--- config.mk ---
export PLATFORM = sky130hd
export DESIGN_NAME = pixel_alpha_blender_top_flat
export DESIGN_NICKNAME = d
export VERILOG_FILES = /design/src/hw/rtl/pab_pkg.sv /design/src/hw/rtl/pab_chan_if.sv /design/src/hw/rtl/pixel_alpha_blender_top.sv /design/src/flat_wrapper.sv
export SDC_FILE = /design/constraint.sdc
export NUM_CORES = 2
export LEC_CHECK = 0
export BUFFER_PORTS_ARGS = -buffer_cell sky130_fd_sc_hd__buf_4
export CELL_PAD_IN_SITES_DETAIL_PLACEMENT = 1
export CELL_PAD_IN_SITES_GLOBAL_PLACEMENT = 2
export CORE_ASPECT_RATIO = 1.75
export CORE_UTILIZATION = 43
export DETAILED_ROUTE_END_ITERATION = 10
export GPL_TIMING_DRIVEN = 1
export PLACE_DENSITY_LB_ADDON = 0.1
export SYNTH_ARGS = -nofsm -noshare
export SYNTH_HDL_FRONTEND = slang
export SYNTH_SLANG_ARGS = --single-unit
--- constraint.sdc ---
create_clock -name clk -period 15.47 [get_ports clk]
set_clock_uncertainty 0.2 [all_clocks]
set_input_delay 4.641 -clock clk [delete_from_list [all_inputs] [get_ports clk]]
set_output_delay 4.641 -clock clk [all_outputs]
set_load 0.02 [all_outputs]
--- src/hw/rtl/pab_pkg.sv ---
package pab_pkg;

  localparam int ChanW   = 8;
  localparam int CoefW   = 9;
  localparam int NumW    = 16;
  localparam int LumaW   = 16;
  localparam int CfgIdxW = 1;
  localparam int CfgDatW = 9;

  localparam logic [CoefW-1:0] WeightMax = CoefW'(256);
  localparam logic [CoefW-1:0] AlphaMax  = CoefW'(255);

  localparam logic [ChanW-1:0] LumaCoefB = ChanW'(28);
  localparam logic [ChanW-1:0] LumaCoefG = ChanW'(151);
  localparam logic [ChanW-1:0] LumaCoefR = ChanW'(77);

  typedef enum logic [1:0] {
    MODE_CONST = 2'd0,
    MODE_ARGB  = 2'd1,
    MODE_RGB   = 2'd2,
    MODE_GRAY  = 2'd3
  } blend_mode_t;

  typedef enum logic [CfgIdxW-1:0] {
    REG_MODE   = 1'b0,
    REG_WEIGHT = 1'b1
  } cfg_reg_t;

  typedef struct packed {
    logic [ChanW-1:0] base_alpha;
    logic [ChanW-1:0] base_red;
    logic [ChanW-1:0] base_green;
    logic [ChanW-1:0] base_blue;
    logic [ChanW-1:0] base_gray;
    logic [ChanW-1:0] over_alpha;
    logic [ChanW-1:0] over_red;
    logic [ChanW-1:0] over_green;
    logic [ChanW-1:0] over_blue;
  } in_item_t;

  typedef struct packed {
    logic [ChanW-1:0] out_alpha;
    logic [ChanW-1:0] out_red;
    logic [ChanW-1:0] out_green;
    logic [ChanW-1:0] out_blue;
    logic [ChanW-1:0] out_gray;
  } out_item_t;

  typedef struct packed {
    logic [CfgIdxW-1:0] index;
    logic [CfgDatW-1:0] data;
  } cfg_wr_t;

endpackage

--- src/hw/rtl/pab_chan_if.sv ---
interface pab_chan_if #(
  parameter type T = logic
);
  logic valid;
  logic ready;
  T     data;

  modport source (output valid, output data, input ready);
  modport sink (input valid, input data, output ready);
endinterface

--- src/hw/rtl/pixel_alpha_blender_top.sv ---
// Channel  Role   Payload                         Transaction
// in_chan  sink   pab_pkg::in_item_t  (9 bytes)   valid && ready at clk rise
// out_chan source pab_pkg::out_item_t (5 bytes)   valid && ready at clk rise
// cfg_chan sink   pab_pkg::cfg_wr_t (index, data) valid && ready, always ready
//
// One pixel per cycle sustained while the output register is not stalled.
// The path is an input register, a product stage (channel mixes and luma) and
// a result stage (luma weighting and the divide by 255 or by 256), then the output register.
// All three registers move together whenever the output register is empty or
// being taken, so a stalled result holds every stage in place.
// Reset clears the valid bits and sets mode 0 with weight 0.
module pixel_alpha_blender_top (
  input  logic clk,
  input  logic rst_n,
  pab_chan_if.sink   in_chan,
  pab_chan_if.source out_chan,
  pab_chan_if.sink   cfg_chan
);

  typedef struct packed {
    logic [pab_pkg::CoefW-1:0] coef_over;
    logic [pab_pkg::NumW-1:0]  num_alpha;
    logic [pab_pkg::NumW-1:0]  num_red;
    logic [pab_pkg::NumW-1:0]  num_green;
    logic [pab_pkg::NumW-1:0]  num_blue;
    logic [pab_pkg::NumW-1:0]  num_gray;
    logic [pab_pkg::LumaW-1:0] luma;
    logic [pab_pkg::ChanW-1:0] base_alpha;
  } prod_t;

  // floor(x / 255), exact for every x below 65280.
  function automatic logic [pab_pkg::ChanW-1:0] div255(input logic [pab_pkg::NumW-1:0] x);
    logic [pab_pkg::NumW:0] t;
    t = {1'b0, x} + {9'd0, x[15:8]} + 17'd1;
    return t[15:8];
  endfunction

  function automatic logic [pab_pkg::NumW-1:0] mix_num(
    input logic [pab_pkg::CoefW-1:0] cb,
    input logic [pab_pkg::CoefW-1:0] co,
    input logic [pab_pkg::ChanW-1:0] p,
    input logic [pab_pkg::ChanW-1:0] q
  );
    logic [pab_pkg::CoefW+pab_pkg::ChanW-1:0] s;
    s = cb * p + co * q;
    return s[pab_pkg::NumW-1:0];
  endfunction

  pab_pkg::blend_mode_t      mode_r;
  logic [pab_pkg::CoefW-1:0] weight_r;

  logic                 adv;
  logic                 in_valid_r;
  pab_pkg::in_item_t    in_r;
  logic                 prod_valid_r;
  prod_t                prod_r, prod_nxt;
  logic                 out_valid_r;
  pab_pkg::out_item_t   out_r, out_nxt;

  assign adv            = !out_valid_r || out_chan.ready;
  assign in_chan.ready  = adv;
  assign cfg_chan.ready = 1'b1;
  assign out_chan.valid = out_valid_r;
  assign out_chan.data  = out_r;

  always_ff @(posedge clk) begin
    if (!rst_n) begin
      mode_r   <= pab_pkg::MODE_CONST;
      weight_r <= '0;
    end else if (cfg_chan.valid) begin
      case (cfg_chan.data.index)
        pab_pkg::REG_MODE:   mode_r   <= pab_pkg::blend_mode_t'(cfg_chan.data.data[1:0]);
        pab_pkg::REG_WEIGHT: weight_r <= cfg_chan.data.data;
        default: ;
      endcase
    end
  end

  // Product stage.
  always_comb begin
    logic [pab_pkg::CoefW-1:0] w_sat;
    logic [pab_pkg::CoefW-1:0] cb;
    logic [pab_pkg::CoefW-1:0] co;
    logic [17:0]               l_sum;
    w_sat = (weight_r > pab_pkg::WeightMax) ? pab_pkg::WeightMax : weight_r;
    if (mode_r == pab_pkg::MODE_CONST) begin
      cb = pab_pkg::WeightMax - w_sat;
      co = w_sat;
    end else begin
      co = {1'b0, in_r.over_alpha};
      cb = pab_pkg::AlphaMax - co;
    end
    l_sum = 18'(pab_pkg::LumaCoefB) * 18'(in_r.over_blue)
          + 18'(pab_pkg::LumaCoefG) * 18'(in_r.over_green)
          + 18'(pab_pkg::LumaCoefR) * 18'(in_r.over_red);
    prod_nxt.coef_over  = co;
    prod_nxt.num_alpha  = mix_num(cb, co, in_r.base_alpha, in_r.over_alpha);
    prod_nxt.num_red    = mix_num(cb, co, in_r.base_red, in_r.over_red);
    prod_nxt.num_green  = mix_num(cb, co, in_r.base_green, in_r.over_green);
    prod_nxt.num_blue   = mix_num(cb, co, in_r.base_blue, in_r.over_blue);
    prod_nxt.num_gray   = mix_num(cb, '0, in_r.base_gray, '0);
    prod_nxt.luma       = l_sum[pab_pkg::LumaW-1:0];
    prod_nxt.base_alpha = in_r.base_alpha;
  end

  // Result stage. The weighted luma is shifted down by 8 so the gray sum
  // shares the same divide as the color channels.
  always_comb begin
    logic [pab_pkg::CoefW+pab_pkg::LumaW-1:0] wl;
    logic [pab_pkg::NumW:0]                   g_sum;
    wl    = prod_r.coef_over * prod_r.luma;
    g_sum = {1'b0, prod_r.num_gray} + wl[pab_pkg::CoefW+pab_pkg::LumaW-1:8];
    out_nxt = '0;
    case (mode_r)
      pab_pkg::MODE_CONST: begin
        out_nxt.out_alpha = prod_r.num_alpha[15:8];
        out_nxt.out_red   = prod_r.num_red[15:8];
        out_nxt.out_green = prod_r.num_green[15:8];
        out_nxt.out_blue  = prod_r.num_blue[15:8];
        out_nxt.out_gray  = g_sum[15:8];
      end
      pab_pkg::MODE_ARGB, pab_pkg::MODE_RGB: begin
        out_nxt.out_alpha = (mode_r == pab_pkg::MODE_ARGB) ? prod_r.base_alpha : '0;
        out_nxt.out_red   = div255(prod_r.num_red);
        out_nxt.out_green = div255(prod_r.num_green);
        out_nxt.out_blue  = div255(prod_r.num_blue);
      end
      pab_pkg::MODE_GRAY: begin
        out_nxt.out_gray = div255(g_sum[pab_pkg::NumW-1:0]);
      end
      default: ;
    endcase
  end

  always_ff @(posedge clk) begin
    if (!rst_n) begin
      in_valid_r   <= 1'b0;
      prod_valid_r <= 1'b0;
      out_valid_r  <= 1'b0;
    end else if (adv) begin
      in_valid_r   <= in_chan.valid;
      prod_valid_r <= in_valid_r;
      out_valid_r  <= prod_valid_r;
    end
  end

  always_ff @(posedge clk) begin
    if (adv) begin
      in_r   <= in_chan.data;
      prod_r <= prod_nxt;
      out_r  <= out_nxt;
    end
  end

  a_reset_empty: assert property (@(posedge clk)
    !rst_n |=> !out_valid_r && !prod_valid_r && !in_valid_r)
    else $error("pipeline not empty after reset");

  a_accept_loads: assert property (@(posedge clk) disable iff (!rst_n)
    in_chan.valid && in_chan.ready |=> in_valid_r)
    else $error("accepted transaction not captured in input register");

  a_stall_holds: assert property (@(posedge clk) disable iff (!rst_n)
    prod_valid_r && !adv |=> prod_valid_r && $stable(prod_r))
    else $error("product stage changed during a stall");

  a_result_source: assert property (@(posedge clk) disable iff (!rst_n)
    $rose(out_valid_r) |-> $past(prod_valid_r))
    else $error("result appeared without a product stage entry");

endmodule

--- src/flat_wrapper.sv ---
// flat-port wrapper written by rule: the top's interface ports become plain ports
module pixel_alpha_blender_top_flat 
  (clk, rst_n, in_chan_valid, in_chan_data, in_chan_ready, out_chan_valid, out_chan_data, out_chan_ready, cfg_chan_valid, cfg_chan_data, cfg_chan_ready);
  pab_chan_if #(.T(pab_pkg::in_item_t)) in_chan_i ();
  pab_chan_if #(.T(pab_pkg::out_item_t)) out_chan_i ();
  pab_chan_if #(.T(pab_pkg::cfg_wr_t)) cfg_chan_i ();
  input  logic clk;
  input  logic rst_n;
  input wire logic [$bits(in_chan_i.valid)-1:0] in_chan_valid;
  input wire logic [$bits(in_chan_i.data)-1:0] in_chan_data;
  output wire logic [$bits(in_chan_i.ready)-1:0] in_chan_ready;
  output wire logic [$bits(out_chan_i.valid)-1:0] out_chan_valid;
  output wire logic [$bits(out_chan_i.data)-1:0] out_chan_data;
  input wire logic [$bits(out_chan_i.ready)-1:0] out_chan_ready;
  input wire logic [$bits(cfg_chan_i.valid)-1:0] cfg_chan_valid;
  input wire logic [$bits(cfg_chan_i.data)-1:0] cfg_chan_data;
  output wire logic [$bits(cfg_chan_i.ready)-1:0] cfg_chan_ready;
  assign in_chan_i.valid = in_chan_valid;
  assign in_chan_i.data = in_chan_data;
  assign in_chan_ready = in_chan_i.ready;
  assign out_chan_valid = out_chan_i.valid;
  assign out_chan_data = out_chan_i.data;
  assign out_chan_i.ready = out_chan_ready;
  assign cfg_chan_i.valid = cfg_chan_valid;
  assign cfg_chan_i.data = cfg_chan_data;
  assign cfg_chan_ready = cfg_chan_i.ready;
  pixel_alpha_blender_top u_core (.clk(clk), .rst_n(rst_n), .in_chan(in_chan_i), .out_chan(out_chan_i), .cfg_chan(cfg_chan_i));
endmodule
==> out/qor.csv <==
stage,metric,value,unit
outcome,status,"complete, no violations",
sta,f_max,0.09362,GHz
synth,"Cell Area, Synth",37240,um2
placement,placed instance area,39550,um2
cts,clk slew on worst S/H paths,0.07,ns
cts,cts repair resizes,0,
cts,TritonCTS Buffers,28,
sta,endpoints failing setup,0,
synth,Gate Count Post-Synth,3760,
synth,Cell variety after synth,75,
sta,Hold WS,0.2717,ns
final_layout,share of layout cells above drive strength 1,6.594,%
critical_path,Setup crit start,out_chan_ready,
critical_path,CP endpoint kind,output port,
cts,CTS sink cnt,231,
critical_path,CP Launch Type,primary input,
run,max cap viols,0,
min_path,Worst Hold End,u_core.prod_valid_r,
cts,Post-CTS Setup Bufs,0,
sta,final hold vios,0,
critical_path,Top delay family on crit path,buffers and inverters,
grt,pin count of the biggest net entering global routing,84,
critical_path,highest-delay cell along the critical path,nor2b_1,
placement,Placer Congestion,0.8302,
sta,worst slew pin tran,1.149,ns
final_layout,Area growth syn-to-layout,8.698,%
sta,crit path time final,10.68,ns
critical_path,CP cell instances,buf_4 -> nor2b_1 -> inv_8 -> buf_4,
routing,drt first pass iters,4,
sta,Final Cycle Share,69.05,%
final_layout,n_diodes,0,
critical_path,crit path max fanout,83,
grt,first-pass GRT wire length,166400,um
placement,number of port buffers,128,
critical_path,flop2flop setup slack,6.40,ns
grt,Total GRT Usage,24.87,%
synth,number of synthesized flops with an enable pin,217,
sta,setup TNS,0,ns
die,area of the die,87840,um2
cts,CTS Root Cell,clkbuf_16,
critical_path,most frequent CP cell,buf_4,
synth,top_reg_cell synth,edfxtp_1,
cts,Hold Buf Count CTS,0,
placement,dpl hpwl,86370,um
routing,Vias,25867,
die,Core Area,85640,um2
grt,gr ovfl total,0,
final_layout,# nets final,4986,
critical_path,Worst R2R Start,u_core.prod_r[105],
final_layout,most common library cell in the layout ignoring fill and taps,inv_1,
synth,#FFs+latches synth,231,
routing,drt via density,5.169,
die,Die H,391.3,um
min_path,worst hold start,u_core.prod_valid_r,
routing,WL final,105300,um
critical_path,"Largest stage delay, worst path",0.46,ns
routing,post-route ant nets,0,
grt,antenna violations before repair,0,
min_path,Hold WC Path Type,register to register,
synth,post-synthesis sequential area ratio,18.25,%
critical_path,R2R depth,31,
die,# IOs,130,
critical_path,"Buf+Inv Stages, Crit Path",3,
synth,Synth Warn #,0,
routing,DR iter-0 viols,758,
critical_path,reg2reg end,u_core.out_chan.data[5],
sta,RSZ-0062 raised after global routing,false,
cts,TritonCTS clock tree,done,
final_layout,"commonest cells after routing, fill and taps aside","inv_1, fa_1, ha_1",
routing,DR DRC count,0,
routing,average wire per standard cell,21.04,um
critical_path,Critical Path AT,5.84,ns
die,Initial Utilization,43.49,%
cts,H-tree lvl count,1,
sta,Final Max Slew Viols,0,
synth,post-synthesis async set-or-reset flop share,0,%
die,die width,224.5,um
critical_path,Setup CP Type,primary input to output port,
cts,Worst-Skew Late Latency,0.62,ns
final_layout,Finished Cell Area,40480,um2
grt,number of global-route vias before repair,30464,
critical_path,WP data required,10.63,ns
sta,Slew headroom,23.39,%
synth,syn avg cell area,9.905,um2
cts,Max clock buf depth,3,
die,FP Rows,142,
min_path,worst hold path cell count,2,
synth,Syn Nets,4916,
registers in the layout, indices dropped and copies added (netlist names):
name,count
u_core.out_chan.data,40
u_core.prod_r,105
u_core.in_r,72
u_core.weight_r,9
u_core.out_chan.valid,1
u_core.in_valid_r,1
u_core.mode_r,2
u_core.prod_valid_r,1
logic make-up after synthesis:
logic type | after synthesis | synth area share (%)
adder cells (fa/ha/maj) | 1071 | 48.65
AND/OR/NAND/NOR | 1059 | 14.35
buffers and inverters | 925 | 9.356
AO/OA/AOI/OAI | 316 | 5.570
flip-flops | 231 | 18.25
XOR/XNOR | 154 | 3.732
multiplexers | 3 | 0.08399
other | 1 | 0.01007
worst register-to-register path, delay by kind of cell (launching register included):
family          cells  cell delay [ns]
flops               1             0.70
xor+xnor            2             1.01
mux                 1             0.28
buf+inv             4             0.32
compound gates     10             2.05
fa+ha+maj           7             3.20
simple gates        7             1.07
worst max-delay path by stage:
stage	to	cells past startpoint
floorplan	in_chan_ready	2
global placement	in_chan_ready	4
detailed placement	in_chan_ready	4
CTS	in_chan_ready	4
global route	in_chan_ready	4
finish	in_chan_ready	4
layout make-up:
cell class                 instances  area [um2]
fill                            9682       45150
timing repair buffer             163        1224
sequential                       231        6797
multi-input combinational       2604       27070
tap                             1152        1441
clock inverter                    20       202.7
clock buffer                      32       725.7
inverter                         802        3018
per-stage QoR:
stage / cells / utilization [%] / setup WS (ns)
after floorplan: 3760 / - / 1.580
after global placement: 4952 / 46.19 / 4.886
after detailed placement: 4952 / 46.19 / 4.781
after CTS: 5004 / 47.27 / 4.783
after global routing: 5004 / 47.27 / 4.699
final: 5004 / 47.27 / 4.789
synth_stat cells, types with 7 or more instances:
cell / count / area share [%]
edfxtp_1: 217 / 17
clkbuf_1: 105 / 1.1
nor2b_1: 23 / 0.39
nand2_1: 430 / 4.3
fa_1: 629 / 34
o21a_1: 32 / 0.65
o21bai_1: 26 / 0.52
and3_1: 24 / 0.40
inv_1: 801 / 8.1
nor3_1: 20 / 0.27
a22oi_1: 9 / 0.18
xnor2_1: 116 / 2.7
buf_1: 15 / 0.15
nand2b_1: 14 / 0.24
dfxtp_1: 14 / 0.75
a21boi_0: 14 / 0.28
ha_1: 440 / 15
o21ai_0: 70 / 0.94
nand3_1: 22 / 0.30
a211oi_1: 7 / 0.14
and2_1: 401 / 6.7
nor2_1: 86 / 0.87
a21o_1: 25 / 0.50
a21oi_1: 83 / 1.1
xor2_1: 34 / 0.80
metal layers:
layer	track usage (%)	vias up	routed length (um)
li1	-	11725	-
met1	24.36	13644	35770
met2	50.62	319	61590
met3	1.891	179	2040
met4	12.86	0	5876
met5	0	-	0
Power is left out: the tool's default activity adds up to more than one toggle a clock period on the data nets, which glitch-free logic cannot reach.
